--- src/rtl/pid_position_with_velocity_clamp_macros.svh ---
// Assertion macros for the PID position controller
`ifndef PID_POSITION_WITH_VELOCITY_CLAMP_MACROS_SVH
`define PID_POSITION_WITH_VELOCITY_CLAMP_MACROS_SVH
// implication checked on every rising clock edge outside reset
`define PPV_ASSERT_IMP(label, clk, rstn, a, c) \
    label: assert property (@(posedge clk) disable iff (!rstn) (a) |-> (c)) \
        else $error("assertion failed");
// next-cycle implication
`define PPV_ASSERT_NEXT(label, clk, rstn, a, c) \
    label: assert property (@(posedge clk) disable iff (!rstn) (a) |=> (c)) \
        else $error("assertion failed");
`endif

--- src/rtl/ppv_pkg.sv ---
// ----------------------------------------------------------------------------
// ppv_pkg
// Shared types and helpers for the PID position controller.
// ----------------------------------------------------------------------------
package ppv_pkg;
    localparam int W = 32;
    localparam int MW = 64;
    localparam int DIVW = 56;

    localparam logic [2:0] CFG_KP = 3'd0;
    localparam logic [2:0] CFG_KI = 3'd1;
    localparam logic [2:0] CFG_KD = 3'd2;
    localparam logic [2:0] CFG_FC = 3'd3;
    localparam logic [2:0] CFG_TGT = 3'd4;
    localparam logic [2:0] CFG_VMAX = 3'd5;

    typedef enum logic [3:0] {
        ST_IDLE, ST_ERR, ST_KD, ST_DSUB, ST_FC, ST_KP, ST_SUM,
        ST_KI, ST_IT, ST_FT, ST_UPD, ST_VWAIT, ST_OUT
    } state_t;

    typedef struct packed {
        logic start;
        logic frac24;
    } mul_ctl_t;

    function automatic logic signed [W-1:0] sat32(input logic signed [MW+1:0] v);
        if (v > $signed({{(MW-W+2){1'b0}}, {1'b0, {(W-1){1'b1}}}}))
            return {1'b0, {(W-1){1'b1}}};
        else if (v < -$signed({{(MW-W+2){1'b0}}, {1'b1, {(W-1){1'b0}}}}))
            return {1'b1, {(W-1){1'b0}}};
        else
            return v[W-1:0];
    endfunction
endpackage

--- src/rtl/ppv_mul.sv ---
// ----------------------------------------------------------------------------
// ppv_mul
// Bit-serial signed 33x33 multiplier with floor shift and saturation.
// ----------------------------------------------------------------------------
module ppv_mul import ppv_pkg::*; (
    input  logic                aclk,
    input  logic                aresetn,
    input  mul_ctl_t            ctl,
    input  logic signed [W:0]   a,
    input  logic signed [W:0]   b,
    output logic                done,
    output logic signed [W-1:0] y
);
    logic signed [MW+1:0] acc_reg, acc_next;
    logic signed [MW+1:0] mcand_reg, mcand_next;
    logic [W:0] mplier_reg, mplier_next;
    logic [5:0] cnt_reg, cnt_next;
    logic busy_reg, busy_next, frac_reg, frac_next;
    logic signed [MW+1:0] sh;

    always_ff @(posedge aclk) begin
        if (!aresetn) begin
            busy_reg <= 1'b0;
            cnt_reg <= '0;
        end else begin
            busy_reg <= busy_next;
            cnt_reg <= cnt_next;
        end
        acc_reg <= acc_next;
        mcand_reg <= mcand_next;
        mplier_reg <= mplier_next;
        frac_reg <= frac_next;
    end

    always_comb begin
        acc_next = acc_reg;
        mcand_next = mcand_reg;
        mplier_next = mplier_reg;
        cnt_next = cnt_reg;
        busy_next = busy_reg;
        frac_next = frac_reg;
        done = 1'b0;
        if (ctl.start) begin
            acc_next = '0;
            mcand_next = {{(MW-W+1){a[W]}}, a};
            mplier_next = b;
            cnt_next = '0;
            busy_next = 1'b1;
            frac_next = ctl.frac24;
        end else if (busy_reg) begin
            // two's complement: top bit of multiplier has negative weight
            if (mplier_reg[0]) begin
                if (cnt_reg == 6'(W)) acc_next = acc_reg - mcand_reg;
                else acc_next = acc_reg + mcand_reg;
            end
            mcand_next = mcand_reg <<< 1;
            mplier_next = mplier_reg >> 1;
            cnt_next = cnt_reg + 6'd1;
            if (cnt_reg == 6'(W)) begin
                busy_next = 1'b0;
                done = 1'b1;
            end
        end
    end

    always_comb begin
        if (frac_reg) sh = acc_next >>> 24;
        else sh = acc_next >>> 16;
        y = sat32(sh);
    end
endmodule

--- src/rtl/ppv_div.sv ---
// ----------------------------------------------------------------------------
// ppv_div
// Restoring radix-2 divider for the velocity command, with clamp.
// ----------------------------------------------------------------------------
module ppv_div import ppv_pkg::*; (
    input  logic                aclk,
    input  logic                aresetn,
    input  logic                start,
    input  logic signed [W-1:0] err,
    input  logic [W-1:0]        ts,
    input  logic [W-2:0]        vmax,
    output logic                done,
    output logic signed [W-1:0] vel
);
    logic [DIVW-1:0] q_reg, q_next;
    logic [W:0] rem_reg, rem_next;
    logic [W-1:0] d_reg, d_next;
    logic [5:0] cnt_reg, cnt_next;
    logic busy_reg, busy_next, neg_reg, neg_next, zero_reg, zero_next;
    logic done_reg, done_next;
    logic [W:0] trial;
    logic [DIVW-1:0] mag;
    logic [W-1:0] magc;

    always_ff @(posedge aclk) begin
        if (!aresetn) begin
            busy_reg <= 1'b0;
            done_reg <= 1'b0;
            cnt_reg <= '0;
        end else begin
            busy_reg <= busy_next;
            done_reg <= done_next;
            cnt_reg <= cnt_next;
        end
        q_reg <= q_next;
        rem_reg <= rem_next;
        d_reg <= d_next;
        neg_reg <= neg_next;
        zero_reg <= zero_next;
    end

    always_comb begin
        q_next = q_reg;
        rem_next = rem_reg;
        d_next = d_reg;
        cnt_next = cnt_reg;
        busy_next = busy_reg;
        neg_next = neg_reg;
        zero_next = zero_reg;
        done_next = 1'b0;
        trial = {rem_reg[W-1:0], q_reg[DIVW-1]};
        if (start) begin
            neg_next = err[W-1];
            q_next = {(err[W-1] ? W'(-err) : W'(err)), 24'd0};
            rem_next = '0;
            d_next = ts;
            zero_next = (ts == '0);
            cnt_next = '0;
            busy_next = (ts != '0);
            done_next = (ts == '0);
        end else if (busy_reg) begin
            if (trial >= {1'b0, d_reg}) begin
                rem_next = trial - {1'b0, d_reg};
                q_next = {q_reg[DIVW-2:0], 1'b1};
            end else begin
                rem_next = trial;
                q_next = {q_reg[DIVW-2:0], 1'b0};
            end
            cnt_next = cnt_reg + 6'd1;
            if (cnt_reg == 6'(DIVW-1)) begin
                busy_next = 1'b0;
                done_next = 1'b1;
            end
        end
    end

    always_comb begin
        done = done_reg;
        mag = zero_reg ? ((q_reg != '0) ? DIVW'(vmax) : '0) : q_reg;
        if (mag > DIVW'(vmax)) magc = W'(vmax);
        else magc = mag[W-1:0];
        vel = neg_reg ? -$signed(magc) : $signed(magc);
    end
endmodule

--- src/rtl/pid_position_with_velocity_clamp.sv ---
// ----------------------------------------------------------------------------
// pid_position_with_velocity_clamp
// PID position controller with filtered derivative and clamped velocity.
// ----------------------------------------------------------------------------
// Use: write gains, filter coefficient, target and velocity limit on the
// cfg channel (cfg_index 0..5) while idle. Each s_ item carries time_step
// (Q8.24) and measured_pos (Q16.16); one m_ item carries cmd_pos and cmd_vel.
// One item is in flight at a time. s_ready is high in the idle state only.
// Six products go through one bit-serial multiplier in turn, between the
// error, derivative-subtract, sum and update steps; the 56-step divider
// runs alongside them, started in the error step.
// Reset clears the gains, the integrator and the filter state.
// A stalled receiver holds m_valid and the result; the next item is taken
// once the result has gone.
// ----------------------------------------------------------------------------
`include "pid_position_with_velocity_clamp_macros.svh"
module pid_position_with_velocity_clamp import ppv_pkg::*; (
    input  logic                aclk,
    input  logic                aresetn,
    input  logic                cfg_valid,
    output logic                cfg_ready,
    input  logic [2:0]          cfg_index,
    input  logic [W-1:0]        cfg_data,
    input  logic                s_valid,
    output logic                s_ready,
    input  logic [W-1:0]        s_time_step,
    input  logic signed [W-1:0] s_measured_pos,
    output logic                m_valid,
    input  logic                m_ready,
    output logic signed [W-1:0] m_cmd_pos,
    output logic signed [W-1:0] m_cmd_vel
);
    state_t state_reg, state_next;
    logic signed [W-1:0] kp_reg, ki_reg, kd_reg, fc_reg, tgt_reg;
    logic [W-2:0] vmax_reg;
    logic signed [W-1:0] integ_reg, integ_next, filt_reg, filt_next;
    logic [W-1:0] ts_reg;
    logic signed [W-1:0] pos_reg, err_reg, err_next, t_reg, t_next;
    logic signed [W-1:0] d_reg, d_next, cp_reg, cp_next, ii_reg, ii_next;
    logic signed [W-1:0] vel_reg, vel_next, cpos_reg, cpos_next;
    logic vdone_reg, vdone_next;
    logic mul_pend_reg, mul_pend_next;
    mul_ctl_t mctl;
    logic signed [W:0] ma, mb;
    logic mdone, ddone, dstart;
    logic signed [W-1:0] my, dvel;

    ppv_mul u_mul (.aclk, .aresetn, .ctl(mctl), .a(ma), .b(mb), .done(mdone), .y(my));
    ppv_div u_div (.aclk, .aresetn, .start(dstart), .err(err_next), .ts(ts_reg),
                   .vmax(vmax_reg), .done(ddone), .vel(dvel));

    assign cfg_ready = 1'b1;
    assign s_ready = (state_reg == ST_IDLE);
    assign m_valid = (state_reg == ST_OUT);
    assign m_cmd_pos = cpos_reg;
    assign m_cmd_vel = vel_reg;

    always_ff @(posedge aclk) begin
        if (!aresetn) begin
            state_reg <= ST_IDLE;
            kp_reg <= '0; ki_reg <= '0; kd_reg <= '0; fc_reg <= '0; tgt_reg <= '0;
            vmax_reg <= '0;
            integ_reg <= '0;
            filt_reg <= '0;
            vdone_reg <= 1'b0;
            mul_pend_reg <= 1'b0;
        end else begin
            state_reg <= state_next;
            integ_reg <= integ_next;
            filt_reg <= filt_next;
            vdone_reg <= vdone_next;
            mul_pend_reg <= mul_pend_next;
            if (cfg_valid) begin
                case (cfg_index)
                    CFG_KP: kp_reg <= cfg_data;
                    CFG_KI: ki_reg <= cfg_data;
                    CFG_KD: kd_reg <= cfg_data;
                    CFG_FC: fc_reg <= cfg_data;
                    CFG_TGT: tgt_reg <= cfg_data;
                    CFG_VMAX: vmax_reg <= cfg_data[W-2:0];
                    default: ;
                endcase
            end
        end
        if (s_valid && s_ready) begin
            ts_reg <= s_time_step;
            pos_reg <= s_measured_pos;
        end
        err_reg <= err_next;
        t_reg <= t_next;
        d_reg <= d_next;
        cp_reg <= cp_next;
        ii_reg <= ii_next;
        vel_reg <= vel_next;
        cpos_reg <= cpos_next;
    end

    // sequencer: one product at a time through the shared multiplier
    always_comb begin
        state_next = state_reg;
        integ_next = integ_reg;
        filt_next = filt_reg;
        err_next = err_reg;
        t_next = t_reg;
        d_next = d_reg;
        cp_next = cp_reg;
        ii_next = ii_reg;
        vel_next = vel_reg;
        cpos_next = cpos_reg;
        vdone_next = vdone_reg;
        mul_pend_next = mul_pend_reg;
        mctl = '{start: 1'b0, frac24: 1'b0};
        ma = '0;
        mb = '0;
        dstart = 1'b0;
        if (ddone) begin
            vel_next = dvel;
            vdone_next = 1'b1;
        end
        case (state_reg)
            ST_IDLE: begin
                if (s_valid) state_next = ST_ERR;
            end
            ST_ERR: begin
                err_next = sat32(66'(tgt_reg) - 66'(pos_reg));
                dstart = 1'b1;
                vdone_next = 1'b0;
                state_next = ST_KD;
            end
            ST_KD, ST_FC, ST_KP, ST_KI, ST_IT, ST_FT: begin
                case (state_reg)
                    ST_KD: begin ma = {kd_reg[W-1], kd_reg}; mb = {err_reg[W-1], err_reg}; end
                    ST_FC: begin ma = {t_reg[W-1], t_reg}; mb = {fc_reg[W-1], fc_reg}; end
                    ST_KP: begin ma = {kp_reg[W-1], kp_reg}; mb = {err_reg[W-1], err_reg}; end
                    ST_KI: begin ma = {ki_reg[W-1], ki_reg}; mb = {err_reg[W-1], err_reg}; end
                    ST_IT: begin ma = {ii_reg[W-1], ii_reg}; mb = {1'b0, ts_reg}; end
                    default: begin ma = {d_reg[W-1], d_reg}; mb = {1'b0, ts_reg}; end
                endcase
                if (!mul_pend_reg) begin
                    mctl = '{start: 1'b1,
                             frac24: (state_reg == ST_IT) || (state_reg == ST_FT)};
                    mul_pend_next = 1'b1;
                end else if (mdone) begin
                    mul_pend_next = 1'b0;
                    case (state_reg)
                        ST_KD: begin t_next = my; state_next = ST_DSUB; end
                        ST_FC: begin d_next = my; state_next = ST_KP; end
                        ST_KP: begin cp_next = my; state_next = ST_SUM; end
                        ST_KI: begin ii_next = my; state_next = ST_IT; end
                        ST_IT: begin ii_next = my; state_next = ST_FT; end
                        default: begin t_next = my; state_next = ST_UPD; end
                    endcase
                end
            end
            ST_DSUB: begin
                t_next = sat32(66'(t_reg) - 66'(filt_reg));
                state_next = ST_FC;
            end
            ST_SUM: begin
                cpos_next = sat32(66'(cp_reg) + 66'(integ_reg) + 66'(d_reg));
                state_next = ST_KI;
            end
            ST_UPD: begin
                integ_next = sat32(66'(integ_reg) + 66'(ii_reg));
                filt_next = sat32(66'(filt_reg) + 66'(t_reg));
                state_next = ST_VWAIT;
            end
            ST_VWAIT: begin
                if (vdone_reg || ddone) state_next = ST_OUT;
            end
            ST_OUT: begin
                if (m_ready) state_next = ST_IDLE;
            end
            default: state_next = ST_IDLE;
        endcase
    end

    `PPV_ASSERT_IMP(a_excl, aclk, aresetn, 1'b1, !(s_ready && m_valid))
    `PPV_ASSERT_NEXT(a_hold, aclk, aresetn, m_valid && !m_ready,
                     m_valid && $stable(m_cmd_pos) && $stable(m_cmd_vel))
    `PPV_ASSERT_NEXT(a_state, aclk, aresetn, s_valid && s_ready,
                     !s_ready && !m_valid && $stable(integ_reg))
endmodule
--- config.mk ---
export PLATFORM = sky130hd
export DESIGN_NAME = pid_position_with_velocity_clamp
export DESIGN_NICKNAME = d
export VERILOG_FILES = /design/src/rtl/ppv_pkg.sv /design/src/rtl/ppv_mul.sv /design/src/rtl/ppv_div.sv /design/src/rtl/pid_position_with_velocity_clamp.sv
export VERILOG_INCLUDE_DIRS = /design/src /design/src/rtl
export SDC_FILE = /design/constraint.sdc
export NUM_CORES = 2
export LEC_CHECK = 0
export ABC_AREA = 1
export BUFFER_PORTS_ARGS = -buffer_cell sky130_fd_sc_hd__clkbuf_2
export CAP_MARGIN = 10
export CORE_MARGIN = 3
export CORE_UTILIZATION = 35
export DETAILED_ROUTE_END_ITERATION = 6
export PLACE_DENSITY = 0.55
export SLEW_MARGIN = 20
export SYNTH_ARGS = -nofsm -noshare
export SYNTH_HDL_FRONTEND = slang
export SYNTH_SLANG_ARGS = --single-unit
--- constraint.sdc ---
create_clock -name aclk -period 9 [get_ports aclk]
set_clock_uncertainty 0.05 [all_clocks]
set_input_delay 1.8 -clock aclk [delete_from_list [all_inputs] [get_ports aclk]]
set_output_delay 1.8 -clock aclk [all_outputs]
set_load 0.03 [all_outputs]
==> reports/qor.txt <==
Outcome -> complete, no violations
ANT nets after route -> 0
Initial Utilization -> 0.355
Warnings, synthesis -> 0
CTS Hold Bufs -> 0
Worst EP required -> 9.54 ns
CTS root buf -> clkbuf_16
Inserted Clock Buffers -> 104
Critical path depth -> 33
Synthesis-to-layout area growth -> 11.6%
Cell count after synthesis -> 7528
Clock transition at path regs -> 0.06 ns
Asr flop ratio synth -> 0
Die X -> 403 um
Setup TNS -> 0 ns
Routed length per instance -> 21.1 um
Most common cell after layout, fill and taps aside -> nand2_1
Via density -> 5.24
Crit path max fanout -> 31
Pre-CTS setup slack -> 2.08 ns
Yosys top cell area share -> 0.230
Synthesized cell area -> 0.0550 mm^2
Worst hold path type -> reg2reg
Initial antenna violation count -> 6
Critical path's slowest cell -> nor3_1
Post-route worst setup slack -> 1.89 ns
Fin. Hold Viols -> 0
Total Routing Usage GR -> 0.244
Ys flop type -> dfxtp_1
Clock tree sinks -> 852
DRT Pass-1 Iters -> 6
Clock buffer depth -> 3
Crit start category -> flip-flop
WHS Path Cells -> 2
Post-CTS resize count -> 0
Leading area contributor after synthesis -> edfxtp_1
Critical Path Sink Type -> flip-flop
Die area -> 0.162 mm^2
Vias in the first global route -> 47600
GRT overflow -> 0
Delay-heaviest family, CP -> simple AND/OR/NAND/NOR gates
Worst Tran Pin Value -> 1.20 ns
Setup Fix Bufs, Post-CTS -> 0
Dpl hpwl -> 158 mm
Largest net degree at the start of global routing -> 122
Routability congestion estimate -> 0.952
Nets@finish -> 8023
Final core utilization -> 0.396
Distinct cells, synth -> 65
CP dominant cell by count -> nand2_1
PortBufs -> 169
Post-layout total power -> 20200 uW
Avg Inst Size Synth -> 7.31 um^2
Fin crit period -> 7.11 ns
Row count -> 144
RSZ-0062 raised after global routing -> false
Filler Cell Count -> 16200
Total number of vias -> 50900
Routed WL -> 205 mm
Die Y -> 403 um
Critical path arrival -> 7.66 ns
Number of synthesized flops with an enable pin -> 422
R2r worst-path depth -> 33
Net count after synthesis -> 7965
Final Hold Slack -> 0.400 ns
Global-route wire length before repair -> 303 mm
Tcrit/Tclk final -> 0.790
Commonest cells after routing, fill and taps aside -> nand2_1 (1727), inv_1 (1021), nor2_1 (758)
PwrDens -> 328 mW/mm^2
Worst-Skew Late Latency -> 0.73 ns
CTS tree -> done
Worst slew margin -> 0.191
Io pins -> 171
MaxCap Viol Count -> 0
Worst VDD drop -> 0.000248 V
Core Region -> 0.155 mm^2
FF+latch count, synth -> 852
Max Freq -> 0.141 GHz
Ranking of synthesized cells by area -> edfxtp_1 (23%), dfxtp_1 (16%), nand2_1 (12%), inv_1 (7.0%), o21ai_0 (6.7%)
Drc violations -> 0
Setup violations, final -> 0
Leakage -> 0.0276 uW
DRT iter0 DRCs -> 5120
Kind of critical path -> reg2reg
Worst path max stage delay -> 0.74 ns
Worst Path Buf+Inv -> 4
Share of cells above drive strength 1 -> 0.0654
Max-slew violation count -> 0
CTS H-tree lvls -> 3
Post-synthesis sequential area ratio -> 0.387
## kinds of logic (layout without fill, tap and decap cells)
kind of cell | after synthesis | after routing | share of synthesized area
compound gates | 1673 | 1673 | 0.166
xor+xnor | 285 | 285 | 0.0454
fa+ha+maj | 333 | 333 | 0.0810
buf+inv | 1322 | 1469 | 0.0928
flops | 852 | 852 | 0.387
mux | 1 | 1 | 0.000182
other cells | 1 | 4 | 0.0000681
simple gates | 3061 | 3061 | 0.228
## tightest hold or removal path, stage by stage (launching register included)
cell and delay [ns]:
dfxtp_1 0.31, inv_1 0.05, a21oi_1 0.05
## layer usage
metal	part of all wire	routed length, um	global-route usage	vias up
li1	-	-	-	25000
met1	0.46	95000	0.350	24000
met2	0.44	89900	0.378	1681
met3	0.062	12700	0.0280	249
met4	0.036	7410	0.0875	0
met5	0	0	0	-
## through the flow
stage | cells | area (um^2)
after floorplan | 7528 | 55000
after CTS | 9718 | 61400
after global routing | 9719 | 61400
after global placement | 9523 | 57800
final | 9722 | 61400
after detailed placement | 9523 | 57800
## cell usage after synthesis, types with 57 or more instances
cell / count
a21oi_1: 587
nand2_1: 1729
xor2_1: 205
nand4_1: 57
edfxtp_1: 422
ha_1: 294
clkbuf_1: 200
inv_1: 1023
dfxtp_1: 430
o21ai_0: 740
xnor2_1: 80
nor2_1: 770
nand3_1: 322
## final cells by class
| type | count | area (um^2) | area share |
|---|---|---|---|
| clock buffer | 147 | 3090 | 0.0503 |
| antenna | 3 | 7.51 | 0.000122 |
| clock inverter | 48 | 483 | 0.00786 |
| timing repair buffer | 229 | 1320 | 0.0214 |
| sequential | 852 | 21300 | 0.346 |
| inverter | 1045 | 3930 | 0.0639 |
| tap | 2044 | 2560 | 0.0416 |
| multi-input combinational | 5354 | 28800 | 0.468 |
## where the power goes
group / switching (uW) / leakage, uW / internal (uW)
combinational: 7090 / 0.0185 / 2710
clock: 1830 / 0.00172 / 2550
sequential: 565 / 0.00740 / 5430
total: 9480 / 0.0276 / 10700
## worst paths after layout
check | end | from | slack (ns)
worst max-delay path | t_reg[23]$_DFFE_PP_ | u_mul.mcand_reg[2]$_DFFE_PP_ | 1.89
worst min-delay path | fc_reg[24]$_SDFFE_PN0P_ | fc_reg[24]$_SDFFE_PN0P_ | 0.40
worst max register to register | t_reg[23]$_DFFE_PP_ | u_mul.mcand_reg[2]$_DFFE_PP_ | 1.89
worst min register to register | fc_reg[24]$_SDFFE_PN0P_ | fc_reg[24]$_SDFFE_PN0P_ | 0.40
Note: power is estimated with default switching activity, not from simulation.
